### src/assert_macros.svh
// Assertion macros shared by the frame difference change rate modules.
`ifndef ASSERT_MACROS_SVH
`define ASSERT_MACROS_SVH

// The consequent must hold in the same cycle as the antecedent.
`define FDCR_ASSERT_IMPL(label, clk, rst_n, ante, cons) \
	label: assert property (@(posedge clk) disable iff (!rst_n) (ante) |-> (cons)) \
		else $error("FDCR check failed: same-cycle implication");

// The consequent must hold in the cycle after the antecedent.
`define FDCR_ASSERT_NEXT(label, clk, rst_n, ante, cons) \
	label: assert property (@(posedge clk) disable iff (!rst_n) (ante) |=> (cons)) \
		else $error("FDCR check failed: next-cycle implication");

`endif

### src/fdcr_pkg.sv
// Types and constants shared by the frame difference change rate modules.
package fdcr_pkg;

	// Frame size limit and the counter cap that follows from it.
	localparam int unsigned MAX_FRAME_PIXELS = 4194304;
	localparam int unsigned COUNT_LIMIT      = 8388607;
	localparam int          COUNT_W          = 23;
	localparam logic [COUNT_W-1:0] COUNT_CAP =
		COUNT_W'((MAX_FRAME_PIXELS < COUNT_LIMIT) ? MAX_FRAME_PIXELS : COUNT_LIMIT);

	// Gray conversion weights (BT.601, scaled by 2^14) and rounding term.
	localparam int          GRAY_W     = 22;
	localparam logic [GRAY_W-1:0] W_RED      = 22'd4899;
	localparam logic [GRAY_W-1:0] W_GREEN    = 22'd9617;
	localparam logic [GRAY_W-1:0] W_BLUE     = 22'd1868;
	localparam logic [GRAY_W-1:0] GRAY_ROUND = 22'd8192;

	localparam logic [7:0] MASK_ON          = 8'd255;
	localparam logic [7:0] THRESHOLD_RESET  = 8'd25;

	// Share in hundredths of a percent: quotient below 2^14.
	localparam int          QUOT_BITS = 14;
	localparam logic [QUOT_BITS-1:0] PCT_SCALE = 14'd10000;
	localparam int          REM_W     = COUNT_W + QUOT_BITS;
	localparam int          DEN_W     = COUNT_W + QUOT_BITS - 1;
	localparam int          STEP_W    = $clog2(QUOT_BITS);

	// Commands from the controller to the datapath.
	typedef struct packed {
		logic accept;
		logic frame_end;
		logic load_product;
		logic div_step;
	} fdcr_cmd_t;

	// Status from the datapath to the controller.
	typedef struct packed {
		logic div_last;
	} fdcr_status_t;

endpackage

### src/fdcr_ctrl.sv
// Controller state machine: handshakes and sequencing of the end-of-frame division.
`include "assert_macros.svh"

module fdcr_ctrl (
	input  logic                 clk,
	input  logic                 arst_n,
	input  logic                 s_axis_tvalid,
	input  logic                 s_axis_tlast,
	output logic                 s_axis_tready,
	output logic                 m_axis_tvalid,
	input  logic                 m_axis_tready,
	output fdcr_pkg::fdcr_cmd_t  cmd,
	input  fdcr_pkg::fdcr_status_t status
);

	typedef enum logic [1:0] {
		ST_RUN,
		ST_PRODUCT,
		ST_DIVIDE
	} state_t;

	state_t state_q;
	logic   out_valid_q;
	logic   in_fire;

	// Input is taken while running and the output register is free or being emptied.
	assign s_axis_tready = (state_q == ST_RUN) && (!out_valid_q || m_axis_tready);
	assign in_fire       = s_axis_tvalid && s_axis_tready;
	assign m_axis_tvalid = out_valid_q;

	// Commands to the datapath.
	always_comb begin
		cmd              = '0;
		cmd.accept       = in_fire;
		cmd.frame_end    = in_fire && s_axis_tlast;
		cmd.load_product = (state_q == ST_PRODUCT);
		cmd.div_step     = (state_q == ST_DIVIDE);
	end

	// State and output valid flag.
	always_ff @(posedge clk or negedge arst_n) begin
		if (!arst_n) begin
			state_q     <= ST_RUN;
			out_valid_q <= 1'b0;
		end else begin
			unique case (state_q)
				ST_RUN: begin
					if (in_fire) begin
						out_valid_q <= !s_axis_tlast;
						if (s_axis_tlast) begin
							state_q <= ST_PRODUCT;
						end
					end else if (m_axis_tready) begin
						out_valid_q <= 1'b0;
					end
				end
				ST_PRODUCT: begin
					state_q <= ST_DIVIDE;
				end
				ST_DIVIDE: begin
					if (status.div_last) begin
						state_q     <= ST_RUN;
						out_valid_q <= 1'b1;
					end
				end
				default: begin
					state_q <= ST_RUN;
				end
			endcase
		end
	end

	// The last pixel of a frame must not show a result before the division.
	`FDCR_ASSERT_NEXT(a_frame_end_waits, clk, arst_n, cmd.frame_end, !out_valid_q && state_q == ST_PRODUCT)
	// The final division step presents the result and returns to streaming.
	`FDCR_ASSERT_NEXT(a_div_finish, clk, arst_n, state_q == ST_DIVIDE && status.div_last, out_valid_q && state_q == ST_RUN)

endmodule

### src/fdcr_datapath.sv
// Datapath: difference mask, frame counters and the iterative share divider.
`include "assert_macros.svh"

module fdcr_datapath (
	input  logic                   clk,
	input  logic                   arst_n,
	input  logic                   cfg_wr_en,
	input  logic [7:0]             cfg_wr_data,
	input  fdcr_pkg::fdcr_cmd_t    cmd,
	output fdcr_pkg::fdcr_status_t status,
	input  logic [47:0]            in_data,
	output logic [7:0]             mask_value,
	output logic [fdcr_pkg::COUNT_W-1:0]   changed_total,
	output logic [fdcr_pkg::QUOT_BITS-1:0] change_hundredths
);

	localparam int CW = fdcr_pkg::COUNT_W;
	localparam int QB = fdcr_pkg::QUOT_BITS;
	localparam int RW = fdcr_pkg::REM_W;
	localparam int DW = fdcr_pkg::DEN_W;
	localparam int SW = fdcr_pkg::STEP_W;

	function automatic logic [7:0] abs_diff(input logic [7:0] a, input logic [7:0] b);
		return (a > b) ? (a - b) : (b - a);
	endfunction

	function automatic logic [CW-1:0] sat_inc(input logic [CW-1:0] v);
		return (v < fdcr_pkg::COUNT_CAP) ? (v + CW'(1)) : fdcr_pkg::COUNT_CAP;
	endfunction

	logic [7:0]          thr_q;
	logic [CW-1:0]       pix_q;
	logic [CW-1:0]       chg_q;
	logic                changed_q;
	logic [CW-1:0]       total_q;
	logic [CW-1:0]       divisor_q;
	logic [QB-1:0]       quot_q;
	logic [RW-1:0]       rem_q;
	logic [DW-1:0]       den_q;
	logic [SW-1:0]       step_q;

	logic [7:0]          diff_b;
	logic [7:0]          diff_g;
	logic [7:0]          diff_r;
	logic [fdcr_pkg::GRAY_W-1:0] gray_sum;
	logic [7:0]          gray;
	logic                changed;
	logic [CW-1:0]       pix_next;
	logic [CW-1:0]       chg_next;
	logic                rem_ge;

	// Per-channel absolute difference and weighted gray level.
	assign diff_b   = abs_diff(in_data[7:0],   in_data[31:24]);
	assign diff_g   = abs_diff(in_data[15:8],  in_data[39:32]);
	assign diff_r   = abs_diff(in_data[23:16], in_data[47:40]);
	assign gray_sum = {14'd0, diff_r} * fdcr_pkg::W_RED
	                + {14'd0, diff_g} * fdcr_pkg::W_GREEN
	                + {14'd0, diff_b} * fdcr_pkg::W_BLUE
	                + fdcr_pkg::GRAY_ROUND;
	assign gray     = gray_sum[21:14];
	assign changed  = gray > thr_q;

	// Saturating counter updates for the accepted pixel.
	assign pix_next = sat_inc(pix_q);
	assign chg_next = changed ? sat_inc(chg_q) : chg_q;

	// Restoring division, one quotient bit per step.
	assign rem_ge          = rem_q >= {1'b0, den_q};
	assign status.div_last = (step_q == '0);

	// Threshold register.
	always_ff @(posedge clk or negedge arst_n) begin
		if (!arst_n) begin
			thr_q <= fdcr_pkg::THRESHOLD_RESET;
		end else if (cfg_wr_en) begin
			thr_q <= cfg_wr_data;
		end
	end

	// Frame counters, cleared after the last pixel of each frame.
	always_ff @(posedge clk or negedge arst_n) begin
		if (!arst_n) begin
			pix_q <= '0;
			chg_q <= '0;
		end else if (cmd.frame_end) begin
			pix_q <= '0;
			chg_q <= '0;
		end else if (cmd.accept) begin
			pix_q <= pix_next;
			chg_q <= chg_next;
		end
	end

	// Result register and divider state.
	always_ff @(posedge clk) begin
		if (cmd.accept) begin
			changed_q <= changed;
			quot_q    <= '0;
			total_q   <= cmd.frame_end ? chg_next : '0;
			divisor_q <= pix_next;
		end
		if (cmd.load_product) begin
			rem_q  <= {{QB{1'b0}}, total_q} * {{CW{1'b0}}, fdcr_pkg::PCT_SCALE};
			den_q  <= {divisor_q, {(QB-1){1'b0}}};
			step_q <= SW'(QB - 1);
		end
		if (cmd.div_step) begin
			if (rem_ge) begin
				rem_q <= rem_q - {1'b0, den_q};
			end
			quot_q <= {quot_q[QB-2:0], rem_ge};
			den_q  <= den_q >> 1;
			step_q <= step_q - SW'(1);
		end
	end

	assign mask_value        = changed_q ? fdcr_pkg::MASK_ON : 8'd0;
	assign changed_total     = total_q;
	assign change_hundredths = quot_q;

	// Both counters saturate at the same cap, so changed never passes total.
	`FDCR_ASSERT_IMPL(a_chg_le_pix, clk, arst_n, 1'b1, chg_q <= pix_q)

endmodule

### src/frame_difference_change_rate_top.sv
// Top level of the frame difference change rate block.
//
//  Channel   Direction  Transaction content
//  s_axis    in         one co-located pixel pair of previous and current frame
//  m_axis    out        mask pixel, with frame totals on the last pixel
//  cfg       in         write of the difference threshold
//
// One pixel per clock is sustained for pixels that do not end a frame, while the output is not stalled.
// The last pixel of a frame goes through acceptance, a product state that forms changed*10000
// and the restoring divider, which yields the 14 quotient bits, one quotient bit per cycle.
// Reset is asynchronous and active low; it clears the counters and sets the threshold to 25.
// A stalled output holds its transaction; input is taken as soon as the output register frees.
`include "assert_macros.svh"

module frame_difference_change_rate_top (
	input  logic        clk,
	input  logic        arst_n,
	// Input stream
	input  logic        s_axis_tvalid,
	output logic        s_axis_tready,
	// [7:0] prev_blue, [15:8] prev_green, [23:16] prev_red,
	// [31:24] curr_blue, [39:32] curr_green, [47:40] curr_red
	input  logic [47:0] s_axis_tdata,
	input  logic        s_axis_tlast,
	// Output stream
	output logic        m_axis_tvalid,
	input  logic        m_axis_tready,
	// [7:0] mask_value, [30:8] changed_total, [44:31] change_hundredths, [47:45] zero
	output logic [47:0] m_axis_tdata,
	output logic        m_axis_tlast,
	// Configuration
	input  logic        cfg_wr_en,
	input  logic [7:0]  cfg_wr_data
);

	fdcr_pkg::fdcr_cmd_t    cmd;
	fdcr_pkg::fdcr_status_t status;
	logic [7:0]                           mask_value;
	logic [fdcr_pkg::COUNT_W-1:0]         changed_total;
	logic [fdcr_pkg::QUOT_BITS-1:0]       change_hundredths;
	logic                                 frame_done_q;

	// Controller.
	fdcr_ctrl u_ctrl (
		.clk           (clk),
		.arst_n        (arst_n),
		.s_axis_tvalid (s_axis_tvalid),
		.s_axis_tlast  (s_axis_tlast),
		.s_axis_tready (s_axis_tready),
		.m_axis_tvalid (m_axis_tvalid),
		.m_axis_tready (m_axis_tready),
		.cmd           (cmd),
		.status        (status)
	);

	// Datapath.
	fdcr_datapath u_datapath (
		.clk               (clk),
		.arst_n            (arst_n),
		.cfg_wr_en         (cfg_wr_en),
		.cfg_wr_data       (cfg_wr_data),
		.cmd               (cmd),
		.status            (status),
		.in_data           (s_axis_tdata),
		.mask_value        (mask_value),
		.changed_total     (changed_total),
		.change_hundredths (change_hundredths)
	);

	// End-of-frame flag travels with the result transaction.
	always_ff @(posedge clk) begin
		if (cmd.accept) begin
			frame_done_q <= s_axis_tlast;
		end
	end

	assign m_axis_tlast = frame_done_q;
	assign m_axis_tdata = {3'd0, change_hundredths, changed_total, mask_value};

	// A reported share never exceeds one hundred percent.
	`FDCR_ASSERT_IMPL(a_share_range, clk, arst_n, m_axis_tvalid && m_axis_tlast, change_hundredths <= fdcr_pkg::PCT_SCALE)
	// Results that do not end a frame carry no totals.
	`FDCR_ASSERT_IMPL(a_no_totals_midframe, clk, arst_n, m_axis_tvalid && !m_axis_tlast, changed_total == '0 && change_hundredths == '0)

endmodule

### config.mk
export PLATFORM = sky130hd
export DESIGN_NAME = frame_difference_change_rate_top
export DESIGN_NICKNAME = d
export VERILOG_FILES = /design/src/fdcr_pkg.sv /design/src/fdcr_ctrl.sv /design/src/fdcr_datapath.sv /design/src/frame_difference_change_rate_top.sv
export VERILOG_INCLUDE_DIRS = /design/src /design/src/src
export SDC_FILE = /design/constraint.sdc
export NUM_CORES = 1
export LEC_CHECK = 0
export ABC_AREA = 0
export CORE_UTILIZATION = 26
export CTS_CLUSTER_DIAMETER = 30
export DETAILED_ROUTE_END_ITERATION = 8
export DONT_BUFFER_PORTS = 1
export MAX_ROUTING_LAYER = met4
export PLACE_DENSITY_LB_ADDON = 0.05
export SLEW_MARGIN = 10
export SYNTH_ARGS = -nofsm -noshare
export SYNTH_HDL_FRONTEND = slang
export SYNTH_SLANG_ARGS = --single-unit
### constraint.sdc
create_clock -name clk -period 14.7 [get_ports clk]
set_input_delay 0.735 -clock clk [delete_from_list [all_inputs] [get_ports clk]]
set_output_delay 0.735 -clock clk [all_outputs]
set_load 0.01 [all_outputs]
==> key figures <==
Synth
  • Synth Area in Simple Gates: 0.104
  • Leading post-synthesis cells by cell area: ha_1 19%, edfxtp_1 14%, fa_1 14%, inv_1 8.6%, dfrtp_1 6.2%
  • Syn_area_per_cell: 9.24 um^2
  • Synthesized instance count: 2357
  • Largest family of logic cells by synthesized area: adder cells
  • Most frequent cells after synthesis: 498 x inv_1, 326 x ha_1, 148 x fa_1, 115 x a21oi_1, 115 x nor2_1
  • Post-synthesis mux area share: 0.0335
  • EDFF count, synth: 101
  • Most common cell in the netlist: inv_1
  • Synth top area share: 0.187
  • Complex-gate fraction of the synthesized area: 0.143
  • Cell accounting for the most synthesized area: ha_1
  • Seq/Total Area, Yosys: 0.240
  • Top_reg_cell synth: edfxtp_1
  • Synth async-reset ratio: 0.291
  • Post-synthesis cell area: 0.0218 mm^2
  • Flops & latches, synth: 196
  • Xor/xnor share of the synthesized area: 0.0532
  • Yosys warns: 0
  • Post-Synth Adder-Cell Area: 0.323
  • Unique masters post-synth: 94

Floorplan
  • DIE AREA: 0.0850 mm^2
  • Row count: 105
  • Chip Width: 291 um
  • IO Pins: 113
  • Die Span Y: 291 um
  • Initial Utilization: 0.264
  • Core Area: 0.0825 mm^2

Global routing
  • Vias in the first global route: 16.6k
  • Global route overflow: 0
  • Initial antenna violation count: 2
  • Total GRT Usage: 0.150
  • Largest net degree at the start of global routing: 58
  • Global-route wire length before repair: 95300 um

Clock network
  • Clk Latency, worst-skew pair: 0.50 ns
  • Max clock buf depth: 2
  • Post-cts resize count: 0
  • H-tree levels: 4
  • Number of buffers created by CTS: 17
  • Clock transition at path regs: 0.09 ns
  • Clk root buf: clkbuf_16
  • CTS Sinks: 196
  • CTS tree: done

Setup path
  • Worst r2r path cells: 19
  • CP top delay family: adder cells
  • R2r startpoint: u_datapath.changed_total[10]
  • Crit start category: primary input
  • CP max FO: 9
  • R2r setup slk: 9.20 ns
  • Max incr delay on CP: 0.77 ns
  • CP Class: in2reg
  • Critical Path RT: 15.09 ns
  • RR Endpoint: u_datapath.rem_q[27]
  • CP max-delay cell: o31ai_1
  • Crit. End Element: flip-flop
  • Critical Path AT: 12.31 ns
  • CP bufs+invs: 8

Timing
  • Final hold viol count: 0
  • RSZ-0062 raised after global routing: false
  • Final cycle utilization of the critical path: 0.811
  • Worst slew pin tran: 1.20 ns
  • Setup tns final: 0 ns
  • Rel. slew slack: 0.196
  • Fin worst setup slack: 2.78 ns
  • Pins over their slew limit: 0
  • # setup viols final: 0
  • F_max: 0.0839 GHz
  • Min cycle time layout: 11.92 ns
  • Clock Skew: 0.0155 ns

Drt
  • Vias per cell: 4.61
  • Via count: 15.7k
  • Remaining DRCs: 0
  • Post-route ant nets: 0
  • Drt pass-1 iters: 5
  • Drt initial violations: 642
  • Routed WL: 59700 um
  • Routed WL per cell: 17.5 um

Final layout
  • P&R area growth vs syn: 8.00%
  • Non-Filler Instances: 3411
  • Layout net count: 2863
  • Fraction of layout cells with a size suffix above 1: 0.0534
  • Design Area, Final: 0.0235 mm^2

Placement
  • Placed Area: 0.0229 mm^2
  • Setup WS pre-CTS: 2.14 ns
  • Port Buf Inserts: 0
  • Half-perimeter wire length after placement: 48900 um
  • GP Congestion: 0.840
  • Placed cell count: 3377

Job
  • Max_cap viols: 0

Min path
  • Tightest Hold Check Type: in2async

Run status
  • Status: complete, no violations
-- layer usage --
metal  global-route usage  routed length [um]  vias up
li1                     -                   -     7833
met2                0.262               30700      165
met1                0.174               26000     7692
met3               0.0306                2010       45
met5                    -                   0        -
met4               0.0357                 957        0
-- logic make-up (layout without fill, tap and decap cells) --
family                     after synthesis  after routing
xor gates and xnor gates               126            126
adders and majority gates              474            474
DFF                                    196            196
buffers and inverters                  569            550
and+or+nand+nor                        449            449
other                                    1              4
muxes                                   68             68
AOI/OAI and AO/OA                      474            474
-- cell type report --
class	instances	area, um^2
diodes	1	2.50
flip-flops and latches	196	5220
clock buffers	18	429
fillers	8870	59000
well taps	1070	1340
repair buffers	16	140
inverters	502	1890
multi-input cells	1594	14300
clock inverters	14	170
-- registers in the layout, summed over array words and instances (netlist names) --
register / flops
u_datapath.rem_q: 37
u_datapath.den_q: 36
u_datapath.changed_total: 23
u_datapath.chg_q: 23
u_datapath.divisor_q: 23
u_datapath.pix_q: 23
u_datapath.change_hundredths: 14
u_datapath.thr_q: 8
u_datapath.step_q: 4
u_ctrl.state_q: 2
m_axis_tlast: 1
u_ctrl.m_axis_tvalid: 1
u_datapath.changed_q: 1
-- what timing repair did --
item | 4_1_cts | 5_1_grt
hold endpoints to repair | 54 | 0
buffers inserted | 0 | 0
hold buffers | 1 | 0
-- per-stage QoR --
step | utilization | hold slack (ns)
after global routing | 0.285 | 0.0182
after detailed placement | 0.278 | 0.447
after global placement | 0.278 | 0.448
after CTS | 0.285 | 0.0213
after floorplan | - | 0.439
final | 0.285 | 0.0671
-- worst max path at each step --
stage                               start                      endpoint  slack [ns]  depth (start not counted)
final                     s_axis_tdata[0]          u_datapath.chg_q[17]        2.78                         51
after global routing      s_axis_tdata[0]          u_datapath.chg_q[15]        1.80                         51
after CTS                 s_axis_tdata[0]          u_datapath.chg_q[17]        2.66                         51
after detailed placement  s_axis_tdata[0]          u_datapath.chg_q[17]        2.14                         51
after global placement    s_axis_tdata[0]          u_datapath.chg_q[17]        2.43                         51
after floorplan           s_axis_tdata[0]  u_datapath.changed_total[16]        3.51                         51
-- cells in the final DEF, fill, tap and decap left out, types with 8 or more instances in the layout --
cell type,count
a21oi_1,115
o21ai_1,24
mux2i_1,37
nor2b_1,24
or3_1,16
a22o_1,17
nand4_1,26
buf_4,15
xnor2_1,67
mux2_2,30
clkbuf_16,17
nor3_1,22
nand2b_1,14
and3_1,10
ha_1,324
nand3_1,37
o21a_1,16
edfxtp_1,101
nand3b_1,8
and2_1,35
nor2_1,115
xor2_1,54
o31ai_1,22
dfrtp_1,54
dfxtp_1,38
o21bai_1,20
nand2_1,107
fa_1,148
o21ai_0,87
o211ai_1,11
a21o_1,54
a31oi_1,17
a211oi_1,20
inv_1,497
Power is left out: the tool's default activity adds up to more than one toggle a clock period on the data nets, which glitch-free logic cannot reach.
